`src/rtl/core/edm_pkg.sv`:
```
// Shared types and codes for the edit distance matcher.
// No dependencies; imported by edm_cell and edit_distance_matcher.
package edm_pkg;

   // Request kinds carried on req_tuser
   localparam logic [1:0] FUNC_PAT = 2'd0;  // append pattern byte
   localparam logic [1:0] FUNC_TXT = 2'd1;  // text byte, advances the column
   localparam logic [1:0] FUNC_END = 2'd2;  // end of pair, emits result

   localparam int CH_W   = 8;
   localparam int DIST_W = 6;
   localparam int THR_W  = 6;

   // Wavefront token handed from cell to cell
   typedef struct packed {
      logic            valid;
      logic [CH_W-1:0] ch;
   } tok_type;

endpackage

```
`src/rtl/core/edm_cell.sv`:
```
// One row of the edit distance column: pattern byte, DP entry, wavefront regs.
// Depends on edm_pkg.
module edm_cell
   import edm_pkg::*;
#(
   parameter int DW = 6
) (
   input  logic            clock,
   input  logic            reset,
   input  logic            load,
   input  logic [CH_W-1:0] load_ch,
   input  logic [DW-1:0]   load_dp,
   input  logic            clear,
   input  tok_type         tok_i,
   input  logic [DW-1:0]   up_i,
   input  logic [DW-1:0]   diag_i,
   output tok_type         tok_o,
   output logic [DW-1:0]   up_o,
   output logic [DW-1:0]   diag_o,
   output logic [DW-1:0]   dp_o,
   output logic            active_o
);

   logic [CH_W-1:0] pchar_ff;
   logic [DW-1:0]   dp_ff, dp_in;
   logic            active_ff;
   tok_type         tok_ff;
   logic [DW-1:0]   up_ff, diag_ff;
   logic [DW-1:0]   min_a, min_b;
   logic            step;

   assign step = tok_i.valid && active_ff;

   always_comb begin
      min_a = (up_i < diag_i) ? up_i : diag_i;
      min_b = (min_a < dp_ff) ? min_a : dp_ff;
      if (pchar_ff == tok_i.ch) begin
         dp_in = diag_i;
      end else begin
         dp_in = min_b + DW'(1);
      end
   end

   always_ff @(posedge clock) begin
      if (reset) begin
         active_ff    <= 1'b0;
         tok_ff.valid <= 1'b0;
         dp_ff        <= '0;
      end else begin
         tok_ff.valid <= step;
         if (load) begin
            active_ff <= 1'b1;
            dp_ff     <= load_dp;
         end else if (clear) begin
            active_ff <= 1'b0;
         end else if (step) begin
            dp_ff <= dp_in;
         end
      end
      if (load) begin
         pchar_ff <= load_ch;
      end
      tok_ff.ch <= tok_i.ch;
      up_ff     <= dp_in;
      diag_ff   <= dp_ff;
   end

   assign tok_o    = tok_ff;
   assign up_o     = up_ff;
   assign diag_o   = diag_ff;
   assign dp_o     = dp_ff;
   assign active_o = active_ff;

endmodule

```
`src/rtl/core/edit_distance_matcher.sv`:
```
// Levenshtein distance matcher: boundary row, cell chain, result register.
// Depends on edm_pkg and edm_cell.
//
// Usage:
//   req_* : item stream. req_tuser = kind (pattern byte, text byte, end of
//           pair), req_tdata = the byte. Pattern bytes fill cells 1..len in
//           order; text bytes enter the chain as a wavefront, one per cycle.
//   rsp_* : one transfer per end-of-pair item: distance, match flag and
//           overflow flag, held in an output register.
//   csr_* : threshold write, taken at any time the block is idle.
// Throughput: pattern and text bytes are taken every cycle. An end item waits
//   until the last text byte has crossed all active cells.
// Latency: the result is presented the cycle after the end item transfers.
// Stall: while a result is not taken, a further end item is held off;
//   pattern and text bytes still flow.
// Reset: clears all lengths, flags and cells; threshold returns to 3.
module edit_distance_matcher
   import edm_pkg::*;
#(
   parameter int MAX_LEN = 32
) (
   input  logic             clock,
   input  logic             reset,
   // slave side
   input  logic             req_tvalid,
   output logic             req_tready,
   input  logic [7:0]       req_tdata,   // [7:0] ch
   input  logic [1:0]       req_tuser,   // [1:0] func
   // master side
   output logic             rsp_tvalid,
   input  logic             rsp_tready,
   output logic [7:0]       rsp_tdata,   // [5:0] distance, [6] is_match, [7] overflow
   // threshold register
   input  logic             csr_valid,
   output logic             csr_ready,
   input  logic [THR_W-1:0] csr_data
);

   // DP values never exceed MAX_LEN
   localparam int DW = $clog2(MAX_LEN + 1);
   localparam int XW = (DW > DIST_W) ? DW : DIST_W;

   logic [THR_W-1:0] threshold_ff;
   logic [DW-1:0]    pat_len_ff, text_len_ff, dp0_ff, drain_ff;
   logic             ovf_ff;
   logic             rsp_valid_ff;
   logic [7:0]       rsp_data_ff;

   // row 0 outputs feeding the first cell
   tok_type          tok0_ff;
   logic [DW-1:0]    up0_ff, dg0_ff;

   tok_type          tok   [0:MAX_LEN];
   logic [DW-1:0]    up    [0:MAX_LEN];
   logic [DW-1:0]    dg    [0:MAX_LEN];
   logic [DW-1:0]    dp    [1:MAX_LEN];
   logic [MAX_LEN:1] active;

   logic             xfer, end_ok;
   logic             is_pat, is_txt, is_end;
   logic             pat_ok, txt_ok;
   logic [DW-1:0]    tail_dp;
   logic [XW-1:0]    dist_x;

   // ---------------------------------------------------------------- handshake
   assign end_ok     = (drain_ff == '0) && (!rsp_valid_ff || rsp_tready);
   assign req_tready = (req_tuser != FUNC_END) || end_ok;
   assign xfer       = req_tvalid && req_tready;
   assign is_pat     = xfer && (req_tuser == FUNC_PAT);
   assign is_txt     = xfer && (req_tuser == FUNC_TXT);
   assign is_end     = xfer && (req_tuser == FUNC_END);
   // pattern bytes after text are dropped silently
   assign pat_ok     = is_pat && (text_len_ff == '0) && (pat_len_ff != DW'(MAX_LEN));
   assign txt_ok     = is_txt && (text_len_ff != DW'(MAX_LEN));
   assign csr_ready  = 1'b1;

   // ------------------------------------------------------- boundary (row 0)
   always_ff @(posedge clock) begin
      if (reset) begin
         threshold_ff  <= THR_W'(3);
         pat_len_ff    <= '0;
         text_len_ff   <= '0;
         dp0_ff        <= '0;
         drain_ff      <= '0;
         ovf_ff        <= 1'b0;
         tok0_ff.valid <= 1'b0;
         rsp_valid_ff  <= 1'b0;
      end else begin
         if (csr_valid && csr_ready) begin
            threshold_ff <= csr_data;
         end
         tok0_ff.valid <= txt_ok;
         if (pat_ok) begin
            pat_len_ff <= pat_len_ff + DW'(1);
         end
         if ((is_pat && (text_len_ff == '0) && !pat_ok) || (is_txt && !txt_ok)) begin
            ovf_ff <= 1'b1;
         end
         if (txt_ok) begin
            text_len_ff <= text_len_ff + DW'(1);
            dp0_ff      <= text_len_ff + DW'(1);
            drain_ff    <= pat_len_ff;   // counts down while the wavefront travels to the tail
         end else if (drain_ff != '0) begin
            drain_ff <= drain_ff - DW'(1);
         end
         if (is_end) begin
            pat_len_ff   <= '0;
            text_len_ff  <= '0;
            dp0_ff       <= '0;
            ovf_ff       <= 1'b0;
            rsp_valid_ff <= 1'b1;
         end else if (rsp_tready) begin
            rsp_valid_ff <= 1'b0;
         end
      end
      tok0_ff.ch <= req_tdata;
      up0_ff     <= text_len_ff + DW'(1);
      dg0_ff     <= dp0_ff;
      if (is_end) begin
         rsp_data_ff <= {ovf_ff,
                         (dist_x <= XW'(threshold_ff)),
                         (dist_x > XW'(63)) ? 6'd63 : dist_x[DIST_W-1:0]};
      end
   end

   assign tok[0] = tok0_ff;
   assign up[0]  = up0_ff;
   assign dg[0]  = dg0_ff;

   // --------------------------------------------------------------- cell chain
   for (genvar g = 1; g <= MAX_LEN; g++) begin : g_cell
      edm_cell #(
         .DW (DW)
      ) u_cell (
         .clock    (clock),
         .reset    (reset),
         .load     (pat_ok && (pat_len_ff == DW'(g - 1))),
         .load_ch  (req_tdata),
         .load_dp  (DW'(g)),
         .clear    (is_end),
         .tok_i    (tok[g-1]),
         .up_i     (up[g-1]),
         .diag_i   (dg[g-1]),
         .tok_o    (tok[g]),
         .up_o     (up[g]),
         .diag_o   (dg[g]),
         .dp_o     (dp[g]),
         .active_o (active[g])
      );
   end

   // tail entry: last active cell, or row 0 for an empty pattern
   always_comb begin
      tail_dp = active[1] ? '0 : dp0_ff;
      for (int i = 1; i <= MAX_LEN; i++) begin
         if (active[i] && ((i == MAX_LEN) || !active[(i < MAX_LEN) ? i + 1 : i])) begin
            tail_dp = tail_dp | dp[i];
         end
      end
      dist_x = XW'(tail_dp);
   end

   assign rsp_tvalid = rsp_valid_ff;
   assign rsp_tdata  = rsp_data_ff;

   // --------------------------------------------------------------- assertions
   a_rsp_from_end: assert property (@(posedge clock) disable iff (reset)
      $rose(rsp_tvalid) |-> $past(req_tvalid && req_tready && (req_tuser == FUNC_END)))
      else $error("result raised without an end-of-pair transfer");

   a_no_end_in_flight: assert property (@(posedge clock) disable iff (reset)
      (drain_ff != '0) |-> !(req_tvalid && req_tready && (req_tuser == FUNC_END)))
      else $error("end of pair taken while wavefront in flight");

   a_cells_match_len: assert property (@(posedge clock) disable iff (reset)
      $countones(active) == int'(pat_len_ff))
      else $error("active cell count differs from pattern length");

   a_text_bounded: assert property (@(posedge clock) disable iff (reset)
      int'(text_len_ff) <= MAX_LEN)
      else $error("text length beyond limit");

endmodule
```
`config.mk`:
```
export PLATFORM = sky130hd
export DESIGN_NAME = edit_distance_matcher
export DESIGN_NICKNAME = d
export VERILOG_FILES = /design/src/rtl/core/edm_pkg.sv /design/src/rtl/core/edm_cell.sv /design/src/rtl/core/edit_distance_matcher.sv
export SDC_FILE = /design/constraint.sdc
export NUM_CORES = 2
export LEC_CHECK = 0
export ABC_AREA = 0
export BUFFER_PORTS_ARGS = -buffer_cell sky130_fd_sc_hd__buf_2
export CAP_MARGIN = 10
export CORE_AREA = 2 2 370 519
export CTS_CLUSTER_DIAMETER = 40
export DETAILED_ROUTE_END_ITERATION = 8
export DIE_AREA = 0 0 372 521
export PLACE_DENSITY = 0.41
export REMOVE_ABC_BUFFERS = 1
export SYNTH_ARGS = -nofsm -noshare
export SYNTH_HDL_FRONTEND = slang
export SYNTH_SLANG_ARGS = --single-unit
export TNS_END_PERCENT = 10
```
`constraint.sdc`:
```
create_clock -name clock -period 5.05 [get_ports clock]
set_clock_uncertainty 0.15 [all_clocks]
set_input_delay 0 -clock clock [delete_from_list [all_inputs] [get_ports clock]]
set_output_delay 0 -clock clock [all_outputs]
set_load 0.05 [all_outputs]
```
## After elaboration in Yosys (flattened, before gate mapping)

Cells that the tools add are included.

- Flip-flop bits (word level): 1186
- Logic and storage cells: 1070

- Equality and inequality tests: 100
- Magnitude comparators: 66
- Bitwise operators: 33
- Reductions and logical operators: 310
- $add $sub $neg: 35
- Multiplexer cells: 262

Operators with widths:

| kind | number |
|---|---|
| 6-bit 2-to-1 mux | 134 |
| 6-bit less-than comparator | 64 |
| 8-bit == test | 32 |
| 5-bit 2-to-1 mux | 48 |
| 6-bit by 1-bit adder with 6-bit output (second input constant) | 34 |
| 6-bit bitwise OR | 32 |
| 2-bit nonzero test | 66 |
| 2-bit AND reduction | 64 |
| 1-bit logical AND | 105 |
| 6-bit by 5-bit == test with 1-bit output (second input constant) | 16 |
| 4-bit 2-to-1 mux | 24 |
| 2-bit OR reduction | 33 |
| 6-bit by 4-bit == test with 1-bit output (second input constant) | 8 |
| 2-bit by 1-bit inequality test with 1-bit output (second input constant) | 23 |
| 1-bit 2-to-1 mux | 38 |
| 3-bit 2-to-1 mux | 12 |
| 1-bit logical NOT | 34 |
| 6-bit by 3-bit == test with 1-bit output (second input constant) | 4 |
| 2-bit inequality test (second input constant) | 10 |
| 6-bit logical NOT | 3 |
| 6-bit by 2-bit == test with 1-bit output (second input constant) | 2 |
| 2-bit 2-to-1 mux | 6 |
| 6-bit inequality test (second input constant) | 2 |
| 6-bit by 1-bit == test with 1-bit output (second input constant) | 1 |
| other kinds (9) | 11 |

## Logic depth before layout (Yosys ltp)

- Word-level depth: 66
- Mapped depth: 21
- Depth with buffers taken out: 21

## Modules after synthesis

From an unflattened synthesis, not the netlist that was laid out.

- Cells, all modules: 6542
- Area, all modules: 62024.5 um2

Modules (own cells, without submodules):

| module | cells each | instances | area each (um2) | sequential area each (um2) |
|---|---|---|---|---|
| edm_cell at g_cell[10].u_cell ... | 190 | 26 | 1814.2 | 800.8 |
| edm_cell at g_cell[4].u_cell ... | 193 | 6 | 1845.5 | 800.8 |
| edit_distance_matcher | 444 | 1 | 3781.1 | 1181.1 |

## Least setup slack after synthesis

Ideal clock, no wire load.

- Path type: register to register
- Start point: reg g_cell[18].u_cell.diag_ff[5]
- End point: reg g_cell[19].u_cell.dp_ff[4]
- Stages on the path, launching flop included: 20
- Arrival time: 3900 ps
- Buffers on the path: 0
- Slack: 880 ps
- Clock period less this slack: 4170 ps
- Cell sequence: dfxtp_1 -> inv_1 -> ha_1 -> nand4_1 -> o21ai_1 -> mux2_2 -> ha_1 -> a21oi_1 -> o21ai_0 -> or2_2 -> o31a_1 -> nor2_1 -> a21oi_1 -> ha_1 -> nand3_1 -> xnor2_1 -> nor2_1 -> a21oi_1 -> a21oi_1 -> o31a_1

- Word-level cells in the longest chain between the ends: 9

RTL lines:

| what | line | source |
|---|---|---|
| start, declared | edm_cell.sv:28 | `logic [DW-1:0] up_ff, diag_ff;` |
| start signal, assigned | edm_cell.sv:65 | `diag_ff <= dp_ff;` |
| 6-bit less-than comparator | edm_cell.sv:35 | `min_a = (up_i < diag_i) ? up_i : diag_i;` |
| 6-bit 2-to-1 mux (*) | edm_cell.sv:35 |  |
| 6-bit less-than comparator | edm_cell.sv:36 | `min_b = (min_a < dp_ff) ? min_a : dp_ff;` |
| 6-bit 2-to-1 mux (*) | edm_cell.sv:36 |  |
| 6-bit by 1-bit adder with 6-bit output (*) | edm_cell.sv:40 | `dp_in = min_b + DW'(1);` |
| 6-bit 2-to-1 mux (*) | edm_cell.sv:37 | `if (pchar_ff == tok_i.ch) begin` |
| via g_cell[19].u_cell.dp_in[4] | edm_cell.sv:25 | `logic [DW-1:0] dp_ff, dp_in;` |
| 5-bit 2-to-1 mux (*) | edm_cell.sv:56 | `end else if (step) begin` |
| 5-bit 2-to-1 mux (*) | edm_cell.sv:54 | `end else if (clear) begin` |
| 5-bit 2-to-1 mux (*) | edm_cell.sv:51 | `if (load) begin` |
| end signal, assigned | edm_cell.sv:53 | `dp_ff <= load_dp;` |
| end signal, assigned | edm_cell.sv:57 | `dp_ff <= dp_in;` |
| end, declared | edm_cell.sv:25 |  |

The timed path passes the listed nets; every way through them passes the cells marked *. The select of a mux whose other input is x is not followed.
A chain may end at the register's enable or synchronous reset.

## Worst setup path in the final report

- Start point: reg g_cell[16].u_cell.diag_ff[3]
- End point: reg g_cell[17].u_cell.dp_ff[4]

- Word-level cells in the longest chain between the ends: 9

RTL lines:

| what | line |
|---|---|
| start, declared | edm_cell.sv:28 |
| start signal, assigned | edm_cell.sv:65 |
| 6-bit less-than comparator | edm_cell.sv:35 |
| 6-bit 2-to-1 mux (*) | edm_cell.sv:35 |
| 6-bit less-than comparator | edm_cell.sv:36 |
| 6-bit 2-to-1 mux (*) | edm_cell.sv:36 |
| 6-bit by 1-bit adder with 6-bit output (*) | edm_cell.sv:40 |
| 6-bit 2-to-1 mux (*) | edm_cell.sv:37 |
| via g_cell[17].u_cell.dp_in[4] | edm_cell.sv:25 |
| 5-bit 2-to-1 mux (*) | edm_cell.sv:56 |
| 5-bit 2-to-1 mux (*) | edm_cell.sv:54 |
| 5-bit 2-to-1 mux (*) | edm_cell.sv:51 |
| end signal, assigned | edm_cell.sv:53 |
| end signal, assigned | edm_cell.sv:57 |
| end, declared | edm_cell.sv:25 |

Marks and branches as above.

==> flow_metrics.py <==
metrics = {
    "yosys": {
        "synth.top_cells.by_count": "dfxtp_1, a21oi_1, inv_1, nand2_1, nor2_1",
        "yosysTopAreaCellShare_pct": 32.70,
        "avgSynthCellArea_um2": 9.525,
        "synthArstFlopShare_pct": 0,
        "synth_warnings": 0,
        "synthMuxAreaShare_pct": 4.338,
        "synthAdderAreaFrac_pct": 8.091,
        "post-synth-top-count-cell": "dfxtp_1",
        "synthTopCellsByArea": "dfxtp_1, edfxtp_1, ha_1",
        "synth-simple-area-share_pct": 13.52,
        "synth_compound_area_share_pct": 16.58,
        "yosys.area.top_type": "dfxtp_1",
        "synth_top_family_by_area": "compound AO/OA/AOI/OAI gates",
        "synth_edf_count": 264,
        "synth_xor_area_share_pct": 6.191,
        "yosysUniqueCellTypes": 82,
        "seq_area_frac_synth_pct": 46.74,
        "synth-seq-cells": 1186,
        "synth_area_um2": 56450,
        "syn-instance-count": 5926,
        "synthFlopType": "dfxtp_1",
    },
    "power_and_ir_drop": {
        "p_sw_mw": 5.203,
        "clkPwrFrac_pct": 51.9,
        "p_seq_share_pct": 44.6,
        "p_total_mw": 22.33,
        "p_sw_share_pct": 23.30,
        "pwr-share-comb_pct": 3.5,
        "peakVddDrop_uv": 324.0,
        "p_int_mw": 17.13,
        "p_leak_nw": 26.87,
        "powerDensity_nw_per_um2": 339.9,
    },
    "clock_tree": {
        "clockBufferDepth": 4,
        "clockRootBuffer": "clkbuf_16",
        "clkTransAtPathRegs_ns": 0.06,
        "cts_made_buffers": 165,
        "htree_levels": 4,
        "cts_tree": "done",
        "clkSinkCount": 1186,
        "postCtsResizedCells": 0,
        "clock_latency_ns": 0.82,
    },
    "detailed_routing": {
        "first_pass_iters": 5,
        "antenna_left": 0,
        "via_per_inst": 5.020,
        "initialDrtViolationCount": 2409,
        "routedWlPerCell_um": 21.95,
        "wirelength_um": 191900,
        "drcViolationCount": 0,
        "vias": 43890,
    },
    "timing": {
        "timing.fmax_mhz": 214.4,
        "fin_tns_setup_ns": 0,
        "finalMaxSlewViolations": 0,
        "timing.final.crit_share_pct": 92.35,
        "worst_slack_ns": 0.3865,
        "rsz0062_at_grt": "no",
        "finalSetupViolations": 0,
        "worst_pin_slew_ns": 1.161,
        "maxSlewHeadroom_pct": 22.61,
        "fin_crit_ns": 4.663,
        "hold_violations": 0,
    },
    "setup_path": {
        "worstPathBufferInverterCount": 1,
        "crit_slowest_cell": "o21ai_1",
        "crit_type": "flip-flop to flip-flop",
        "startpoint_type": "flip-flop",
        "required_ns": 5.58,
        "path_max_fanout": 5,
        "critical-path-top-delay-family": "compound AO/OA/AOI/OAI gates",
        "crit_path_end_kind": "flip-flop",
        "crit_chain": "inv_1 > ha_1 > nand4_1 > o21ai_1 > mux2_2 > ha_1 > nand4_1 > o21ai_0 > o31a_1 > nor2_1 > a21oi_1 > ha_1 > nand3_1 > xnor2_1 > nor2_1 > a21oi_1 > a21oi_1 > o31a_1",
        "max_stage_delay_ns": 0.50,
        "worstPathArrival_ns": 5.20,
    },
    "grt": {
        "antenna_found_initial": 2,
        "grt_start_max_net_pins": 53,
        "grt_pass1_vias": 44900,
        "grt_overflow": 0,
        "grt_pass1_wl_um": 285600,
        "globalRouteTotalUtil_pct": 19.56,
    },
    "placement": {
        "pre_cts_ws_ns": 0.4621,
        "dpl.hpwl_um": 149700,
        "gp_congestion": 0.8976,
        "detailed_place.area_um2": 59770,
        "io_buffer_count": 30,
    },
    "run_status": {
        "outcome": "completed",
    },
    "finish": {
        "seq_area_um2": 26390,
        "area_delta_synth_final_pct": 16.40,
        "fin_area_um2": 65700,
        "layout-drive-gt1-share_pct": 8.501,
        "final_net_count": 6519,
        "fillers": 19270,
        "multi_input_area_um2": 27520,
    },
    "run": {
        "drv_cap": 0,
    },
    "floorplan": {
        "rows": 189,
        "io_pins": 32,
        "coreArea_um2": 188900,
        "die-width_um": 372,
        "fp.dieH_um": 521,
        "start_util_pct": 29.87,
        "die_area_um2": 193800,
    },
    "worst_hold_path": {
        "hold_class": "input port to flip-flop",
    },
}
==> layer usage <==
layer / routed length, um / share of wire (%) / vias to the layer above / global-route usage (%)
met5: 0 / 0 / - / 0
met4: 11260 / 5.9 / 0 / 10.61
met3: 6092 / 3.2 / 352 / 2.303
met2: 95840 / 50 / 850 / 34.93
met1: 78680 / 41 / 21090 / 22.57
li1: - / - / 21600 / -
==> final timing paths <==
kind | startpoint | end | slack, ns | cells after the start
max reg2reg | g_cell[16].u_cell.diag_o[3] | g_cell[17].u_cell.dp_o[4] | 0.39 | 18
min | req_tuser[0] | dp0_ff[4] | 0.15 | 6
max | g_cell[16].u_cell.diag_o[3] | g_cell[17].u_cell.dp_o[4] | 0.39 | 18
min reg2reg | g_cell[10].u_cell.tok_o[7] | g_cell[11].u_cell.tok_o[7] | 0.18 | 0
==> cell type report <==
| type | instances | area share, % |
|---|---|---|
| sequential | 1186 | 40.16 |
| clock inverter | 91 | 1.504 |
| clock buffer | 201 | 6.861 |
| inverter | 584 | 3.336 |
| antenna | 2 | 0.007617 |
| multi-input combinational | 4069 | 41.89 |
| tap | 2483 | 4.729 |
| timing repair buffer | 127 | 1.510 |
==> metrics by stage <==
stage,instances,hold WS [ns],utilization [%]
6_report,8743,0.1541,34.77
5_1_grt,8742,0.1919,34.77
4_1_cts,8741,0.09835,34.77
3_5_place_dp,8406,0.07710,31.63
3_3_place_gp,8406,0.08692,31.63
2_1_floorplan,5839,-0.1223,-
==> sequential cells by signal, indices dropped and copies added, names as in the netlist <==
name,flops
rsp_tdata,8
pat_len_ff,6
g_cell.u_cell.active_o,32
drain_ff,6
up0_ff,6
tok,9
dg0_ff,6
g_cell.u_cell.pchar_ff,256
g_cell.u_cell.up_o,186
g_cell.u_cell.dp_o,192
rsp_tvalid,1
dp0_ff,6
ovf_ff,1
g_cell.u_cell.tok_o,279
threshold_ff,6
g_cell.u_cell.diag_o,186
==> cells in the final DEF, fill, tap and decap left out, types with 101 or more instances in the layout <==
master,instances
inv_1,582
clkbuf_16,168
nor2_1,437
edfxtp_1,264
dfxtp_1,922
o21a_1,108
nand3_1,204
xor2_1,304
a21oi_1,589
mux2i_1,164
o21ai_0,172
nand4_1,117
nor3_1,101
nand2_1,448
ha_1,365
==> power groups by stage <==
| stage | Sequential, mW | Clock, mW | Combinational (mW) |
|---|---|---|---|
| 6_report | 9.96 | 11.6 | 0.778 |
| 5_1_grt | 9.98 | 12.3 | 0.860 |
| 4_1_cts | 9.97 | 11.9 | 0.795 |
| 3_5_place_dp | 10.2 | 0 | 0.758 |
| 3_3_place_gp | 10.2 | 0 | 0.757 |
| 2_1_floorplan | 10.1 | 0 | 0.458 |
==> cells by family after synthesis <==
family                   count (synthesis)
AO/OA/AOI/OAI                         1461
XOR/XNOR                               399
adder cells (fa/ha/maj)                365
buffers and inverters                  671
flip-flops                            1186
multiplexers                           235
other                                    1
AND/OR/NAND/NOR                       1608
==> tightest hold or removal path, stage by stage <==
cell and delay [ns]:
dlygate4sd3_1 0.53, buf_2 0.14, nand3b_1 0.17, nor2_1 0.07, xnor2_1 0.12, nor2_1 0.03
==> what timing repair did <==
item / 4_1_cts / 5_1_grt
setup endpoints to repair: 0 / 0
hold endpoints to repair: 366 / 0
buffers inserted: 0 / 0
hold buffers: 43 / 0
No activity file was read; power rests on OpenSTA's default activity.
